==> config.mk <==
export PLATFORM = sky130hd
export DESIGN_NAME = lifo_stack_growing_capacity_core
export DESIGN_NICKNAME = d
export VERILOG_FILES = /design/src/rtl/core/lsgc_pkg.sv /design/src/rtl/core/lsgc_cell.sv /design/src/rtl/core/lsgc_ctrl.sv /design/src/rtl/core/lifo_stack_growing_capacity_core.sv
export SDC_FILE = /design/constraint.sdc
export NUM_CORES = 2
export LEC_CHECK = 0
export ABC_AREA = 1
export ABC_CLOCK_PERIOD_IN_PS = 5230
export BUFFER_PORTS_ARGS = -buffer_cell sky130_fd_sc_hd__buf_2
export CAP_MARGIN = 20
export CORE_MARGIN = 3
export CORE_UTILIZATION = 57
export CTS_CLUSTER_DIAMETER = 60
export DETAILED_ROUTE_END_ITERATION = 6
export PLACE_DENSITY = 0.77
export SKIP_CTS_REPAIR_TIMING = 1
export SYNTH_ARGS = -nofsm -noshare
export SYNTH_HDL_FRONTEND = slang
export SYNTH_HIERARCHICAL = 1
export SYNTH_SLANG_ARGS = --single-unit
==> constraint.sdc <==
create_clock -name clk -period 5.23 [get_ports clk]
set_input_delay 0.523 -clock clk [delete_from_list [all_inputs] [get_ports clk]]
set_output_delay 0.523 -clock clk [all_outputs]
set_load 0.05 [all_outputs]
==> src/rtl/core/lsgc_pkg.sv <==
// Shared types and constants for the growing-capacity LIFO stack.
package lsgc_pkg;

    // Command codes carried on cmd
    typedef enum logic [1:0] {
        CMD_PUSH  = 2'd0,
        CMD_POP   = 2'd1,
        CMD_PEEK  = 2'd2,
        CMD_CLEAR = 2'd3
    } cmd_t;

    // Result status codes
    typedef enum logic [1:0] {
        ST_OK       = 2'd0,
        ST_EMPTY    = 2'd1,
        ST_OVERFLOW = 2'd2
    } status_t;

    // Smallest logical capacity
    localparam int MIN_CAP = 2;

    // Shift control handed from the controller to every cell of the row
    typedef struct packed {
        logic push;
        logic pop;
    } shift_ctl_t;

endpackage

==> src/rtl/core/lsgc_cell.sv <==
// One storage cell of the shifting stack row.
module lsgc_cell #(
    parameter int DATA_WIDTH = 32
) (
    input  logic                    clk,
    input  lsgc_pkg::shift_ctl_t    ctl,
    input  logic [DATA_WIDTH-1:0]   up_data,
    input  logic [DATA_WIDTH-1:0]   down_data,
    output logic [DATA_WIDTH-1:0]   data
);

    logic [DATA_WIDTH-1:0] data_reg;
    logic [DATA_WIDTH-1:0] data_next;

    // Take the upper neighbour on push, the lower one on pop, else hold
    always_comb
    begin
        data_next = data_reg;
        if (ctl.push)
        begin
            data_next = up_data;
        end
        else if (ctl.pop)
        begin
            data_next = down_data;
        end
    end

    // Payload register, no reset needed
    always_ff @(posedge clk)
    begin
        data_reg <= data_next;
    end

    assign data = data_reg;

endmodule

==> src/rtl/core/lsgc_ctrl.sv <==
// Count and capacity control with the registered result of each transaction.
module lsgc_ctrl #(
    parameter int MAX_DEPTH  = 64,
    parameter int DATA_WIDTH = 32,
    parameter int CNT_W      = $clog2(MAX_DEPTH + 1)
) (
    input  logic                   clk,
    input  logic                   rst_n,
    input  logic                   accept,
    input  logic [1:0]             cmd,
    input  logic [DATA_WIDTH-1:0]  head_data,
    output lsgc_pkg::shift_ctl_t   ctl,
    output logic                   done,
    output logic [DATA_WIDTH-1:0]  top_value,
    output logic [1:0]             status,
    output logic [CNT_W-1:0]       entry_count,
    output logic [CNT_W-1:0]       capacity_now,
    output logic                   is_empty,
    output logic                   is_full
);

    localparam logic [CNT_W-1:0] MIN_CAP_C = CNT_W'(lsgc_pkg::MIN_CAP);
    localparam logic [CNT_W-1:0] MAX_C     = CNT_W'(MAX_DEPTH);
    localparam logic [CNT_W:0]   MAX_WIDE  = (CNT_W+1)'(MAX_DEPTH);

    logic [CNT_W-1:0]       count_reg, count_next;
    logic [CNT_W-1:0]       cap_reg, cap_next;
    logic                   done_reg;
    logic [DATA_WIDTH-1:0]  top_reg, top_next;
    logic [1:0]             status_reg, status_next;
    logic [CNT_W-1:0]       cnt_out_reg;
    logic [CNT_W-1:0]       cap_out_reg;
    logic                   empty_reg, full_reg;
    logic [CNT_W:0]         grown;
    logic [CNT_W-1:0]       shrunk;
    logic [CNT_W-1:0]       count_dec;

    assign grown     = {cap_reg, 1'b0};
    assign shrunk    = (cap_reg >> 1) < MIN_CAP_C ? MIN_CAP_C : (cap_reg >> 1);
    assign count_dec = count_reg - CNT_W'(1);

    // Decode the transaction into new count, capacity, shift and result
    always_comb
    begin
        count_next  = count_reg;
        cap_next    = cap_reg;
        top_next    = '0;
        status_next = lsgc_pkg::ST_OK;
        ctl         = '0;
        if (accept)
        begin
            case (lsgc_pkg::cmd_t'(cmd))
                lsgc_pkg::CMD_PUSH:
                begin
                    if (count_reg >= MAX_C)
                    begin
                        status_next = lsgc_pkg::ST_OVERFLOW;
                    end
                    else
                    begin
                        if (count_reg >= cap_reg)
                        begin
                            cap_next = (grown > MAX_WIDE) ? MAX_C : grown[CNT_W-1:0];
                        end
                        count_next = count_reg + CNT_W'(1);
                        ctl.push   = 1'b1;
                    end
                end
                lsgc_pkg::CMD_POP:
                begin
                    if (count_reg == '0)
                    begin
                        status_next = lsgc_pkg::ST_EMPTY;
                    end
                    else
                    begin
                        count_next = count_dec;
                        top_next   = head_data;
                        ctl.pop    = 1'b1;
                        if ((cap_reg > MIN_CAP_C) && (count_dec <= (cap_reg >> 1)))
                        begin
                            cap_next = shrunk;
                        end
                    end
                end
                lsgc_pkg::CMD_PEEK:
                begin
                    if (count_reg == '0)
                    begin
                        status_next = lsgc_pkg::ST_EMPTY;
                    end
                    else
                    begin
                        top_next = head_data;
                    end
                end
                default:
                begin
                    count_next = '0;
                    cap_next   = MIN_CAP_C;
                end
            endcase
        end
    end

    // Hold the stack bookkeeping
    always_ff @(posedge clk or negedge rst_n)
    begin
        if (!rst_n)
        begin
            count_reg <= '0;
            cap_reg   <= MIN_CAP_C;
            done_reg  <= 1'b0;
        end
        else
        begin
            count_reg <= count_next;
            cap_reg   <= cap_next;
            done_reg  <= accept;
        end
    end

    // Capture the result fields of the transaction
    always_ff @(posedge clk)
    begin
        top_reg     <= top_next;
        status_reg  <= status_next;
        cnt_out_reg <= count_next;
        cap_out_reg <= cap_next;
        empty_reg   <= (count_next == '0);
        full_reg    <= (count_next == cap_next);
    end

    assign done         = done_reg;
    assign top_value    = top_reg;
    assign status       = status_reg;
    assign entry_count  = cnt_out_reg;
    assign capacity_now = cap_out_reg;
    assign is_empty     = empty_reg;
    assign is_full      = full_reg;

    // The count never passes the logical capacity
    a_count_in_cap: assert property (@(posedge clk) disable iff (!rst_n)
        count_reg <= cap_reg)
        else $error("stored count above logical capacity");

    // The capacity stays within its bounds
    a_cap_range: assert property (@(posedge clk) disable iff (!rst_n)
        (cap_reg >= MIN_CAP_C) && (cap_reg <= MAX_C))
        else $error("logical capacity out of range");

    // A result follows each accepted transaction in the next cycle
    a_done_follows: assert property (@(posedge clk) disable iff (!rst_n)
        accept |=> done)
        else $error("missing result after accepted transaction");

    // Overflow is only reported on a full memory
    a_overflow_full: assert property (@(posedge clk) disable iff (!rst_n)
        (accept && (count_reg < MAX_C)) |=> (status != lsgc_pkg::ST_OVERFLOW))
        else $error("overflow reported with room left");

    // Push and pop never shift the row together
    a_one_shift: assert property (@(posedge clk) disable iff (!rst_n)
        !(ctl.push && ctl.pop))
        else $error("push and pop shift together");

endmodule

==> src/rtl/core/lifo_stack_growing_capacity_core.sv <==
// A result strobes on done in the cycle after start is taken.
// Throughput: one transaction per cycle; busy stays low, and the cell row shifts on each push or pop.
// Each transaction moves the whole row of cells by at most one place, so no stall arises.
// The receiver cannot stall; every result is presented for exactly one cycle.
// Reset clears the entry count to 0 and the capacity to 2; cell contents stay undefined.
// Top level: row of shifting cells with the count and capacity controller.
module lifo_stack_growing_capacity_core #(
    parameter int MAX_DEPTH  = 64,
    parameter int DATA_WIDTH = 32
) (
    input  logic                                clk,
    input  logic                                rst_n,
    input  logic                                start,
    output logic                                busy,
    input  logic [1:0]                          cmd,
    input  logic [DATA_WIDTH-1:0]               push_value,
    output logic                                done,
    output logic [DATA_WIDTH-1:0]               top_value,
    output logic [1:0]                          status,
    output logic [$clog2(MAX_DEPTH + 1)-1:0]    entry_count,
    output logic [$clog2(MAX_DEPTH + 1)-1:0]    capacity_now,
    output logic                                is_empty,
    output logic                                is_full
);

    localparam int CNT_W = $clog2(MAX_DEPTH + 1);

    lsgc_pkg::shift_ctl_t  ctl;
    logic                  accept;
    logic [DATA_WIDTH-1:0] cell_data [MAX_DEPTH];

    assign busy   = 1'b0;
    assign accept = start && !busy;

    lsgc_ctrl #(
        .MAX_DEPTH  (MAX_DEPTH),
        .DATA_WIDTH (DATA_WIDTH),
        .CNT_W      (CNT_W)
    ) u_ctrl (
        .clk          (clk),
        .rst_n        (rst_n),
        .accept       (accept),
        .cmd          (cmd),
        .head_data    (cell_data[0]),
        .ctl          (ctl),
        .done         (done),
        .top_value    (top_value),
        .status       (status),
        .entry_count  (entry_count),
        .capacity_now (capacity_now),
        .is_empty     (is_empty),
        .is_full      (is_full)
    );

    // Build the row: cell 0 holds the top, push moves entries deeper
    for (genvar i = 0; i < MAX_DEPTH; i++)
    begin : g_cell
        logic [DATA_WIDTH-1:0] up_d;
        logic [DATA_WIDTH-1:0] down_d;

        if (i == 0)
        begin : g_head
            assign up_d = push_value;
        end
        else
        begin : g_body
            assign up_d = cell_data[i-1];
        end

        if (i == MAX_DEPTH - 1)
        begin : g_tail
            assign down_d = '0;
        end
        else
        begin : g_inner
            assign down_d = cell_data[i+1];
        end

        lsgc_cell #(
            .DATA_WIDTH (DATA_WIDTH)
        ) u_cell (
            .clk       (clk),
            .ctl       (ctl),
            .up_data   (up_d),
            .down_data (down_d),
            .data      (cell_data[i])
        );
    end

endmodule

==> flow_summary.toml <==
[run_status]
outcome = "finished clean"

[detailed_routing]
post_drt_via_cell_ratio = 5.426
dr.pass1.iters = 6
route.detailed.drc = 0
wire_per_inst_um = 17.09
drt_iter0_drc = 6559
wirelength_um = 196100
ant_nets = 0
vias = 62270

[setup_path]
critical_path_required_ns = 5.80
startpoint = "u_ctrl/count_reg[6]"
start_kind = "register"
r2r-start = "u_ctrl/count_reg[6]"
r2r_slack_ns = 1.87
crit_fanout = 69
worstReg2RegEnd = "g_cell[36].u_cell/data[5]"
end_kind = "register"
ff2ff_path_depth = 8
critPathKind = "reg2reg"
crit_arrival_ns = 3.93

[layout]
nets = 9191
finalCoreUtilization_pct = 61.64
largest_reg_flops = 2048
drive_above_1_share_pct = 6.322
instances_no_fill = 11480
regArea_um2 = 62880
design_area_um2 = 99320
diodes = 0
multi_input_area_um2 = 25020
nFillCells = 12870
syn_to_final_growth_pct = 6.996

[clocking]
cts_buffer_depth = 3
cts_tree = "built"
cts_sinks = 2113
numCtsBuffers = 207
clock-root-buffer = "clkbuf_16"
cts.reportedPaths.clkPinSlew_ns = 0.06
htree_levels = 4
clk_latency_ns = 0.82

[synthesis]
synthCells = 9176
synthMostInstantiatedCell = "nand2_1"
synth-edff-count = 2048
ys_seq_area_share_pct = 67.74
syn_area_per_cell_um2 = 10.12
async_flop_share_pct = 0.7099
postSynthRegisterBits = 2113
ys_top_cells_by_count = "nand2_1 (6225), edfxtp_1 (2048), buf_6 (258)"
ys.flop_type = "edfxtp_1"
synth_area_um2 = 92820
yosysUniqueCellTypes = 40
synth_area_leaders = "edfxtp_1 (66%), nand2_1 (25%), buf_6 (3.1%)"
yosys.area.top_type = "edfxtp_1"
yosysWarnings = 6
synth_top_area_share_pct = 66.25

[placement]
hpwl_um = 128000
dp.cells = 11050
gp_congestion = 0.8509
io_buffer_count = 87
post_dp_cell_area_um2 = 92310
place_ws_ns = 1.342

[global_route]
grt_use_total_pct = 23.00
grt_overflow = 0
grt_pass1_wl_um = 319000
antenna_found_initial = 0
grt_pass1_vias = 62600
grt_max_degree = 167

[power]
ir_drop_uv = 390.7
p_leak_nw = 42.95
power_mw = 45.81
powerDensity_nw_per_um2 = 461.2

[floorplan]
die-height_um = 409.5
dieArea_um2 = 167700
io_pins = 89
core_um2 = 161100
die_w_um = 409.5
start_util_pct = 57.61
row_count = 147

[timing]
maxSlewViolCount = 0
setup_tns_ns = 0
final-hold-violation-count = 0
rsz0062_at_grt = "no"
setup_slack_ns = 1.868
skew_ns = 0.06058
worstMarginPinSlew_ns = 1.020
setup_viol = 0
fin_crit_sh_pct = 64.29
max_freq_ghz = 0.2974
hold_slack_ns = 0.1757
max_slew_margin_pct = 31.27
post-route-min-period_ns = 3.362

[min_path]
hp-class = "in2async"

[run]
drv_cap = 0
[layer usage]
| layer | track usage [%] | part of all wire (%) | up-vias |
|---|---|---|---|
| met1 | 32.69 | 43 | 30460 |
| met2 | 37.82 | 49 | 2204 |
| met5 | 0 | 0 | - |
| met4 | 5.838 | 2.0 | 0 |
| met3 | 3.109 | 6.5 | 287 |
| li1 | - | - | 29320 |
[area by class of cell]
type	count	area share [%]
Timing Repair Buffer	175	1.378
Sequential cell	2113	63.31
Tap cell	2160	2.721
Clock buffer	262	5.476
Clock inverter	129	1.237
Multi-Input combinational cell	6499	25.19
Inverter	138	0.6828
[worst max path at each step]
| stage | end | slack [ns] | cells past startpoint |
|---|---|---|---|
| 2_1_floorplan | g_cell[0].u_cell/data[0] | 0.71 | 8 |
| 3_3_place_gp | g_cell[36].u_cell/data[0] | 1.40 | 13 |
| 3_5_place_dp | g_cell[37].u_cell/data[3] | 1.34 | 13 |
| 4_1_cts | g_cell[39].u_cell/data[18] | 1.85 | 8 |
| 5_1_grt | g_cell[37].u_cell/data[1] | 1.67 | 8 |
| 6_report | g_cell[36].u_cell/data[5] | 1.87 | 8 |
[kinds of logic (layout without fill, tap and decap cells)]
group	count (synthesis)	in the layout	synth area share (%)
simple gates	6407	6407	26.26
flops	2113	2113	67.74
buf+inv	596	704	5.455
compound gates	34	34	0.2170
fa+ha+maj	20	20	0.2696
xor+xnor	5	5	0.05527
other cells	1	33	0.004040
[critical path: stages, from the launching register on]
cell and delay (ns):
dfrtp_1 0.52, nor2_1 0.31, inv_1 0.16, nor2_4 0.60
buf_12 0.36, buf_4 0.52, inv_4 0.28, nand2_1 0.18
nand2_1 0.09
[report_power, final]
part	internal, mW	switching, mW
combinational	1.78	5.17
sequential	22.7	1.59
clock	8.12	6.46
total	32.6	13.2
[cells in the final DEF, fill, tap and decap left out, types with 15 or more instances in the layout]
cell type / count
nand2_1: 6225
edfxtp_1: 2048
clkbuf_16: 208
buf_2: 87
inv_1: 70
inv_4: 64
or2_2: 64
clkinv_1: 52
dfxtp_1: 50
clkbuf_1: 49
nor2_1: 47
clkinv_2: 40
buf_4: 39
nand3_1: 38
dlygate4sd3_1: 34
conb_1: 33
ha_1: 20
buf_12: 15
Note: power is estimated with default switching activity, not from simulation.
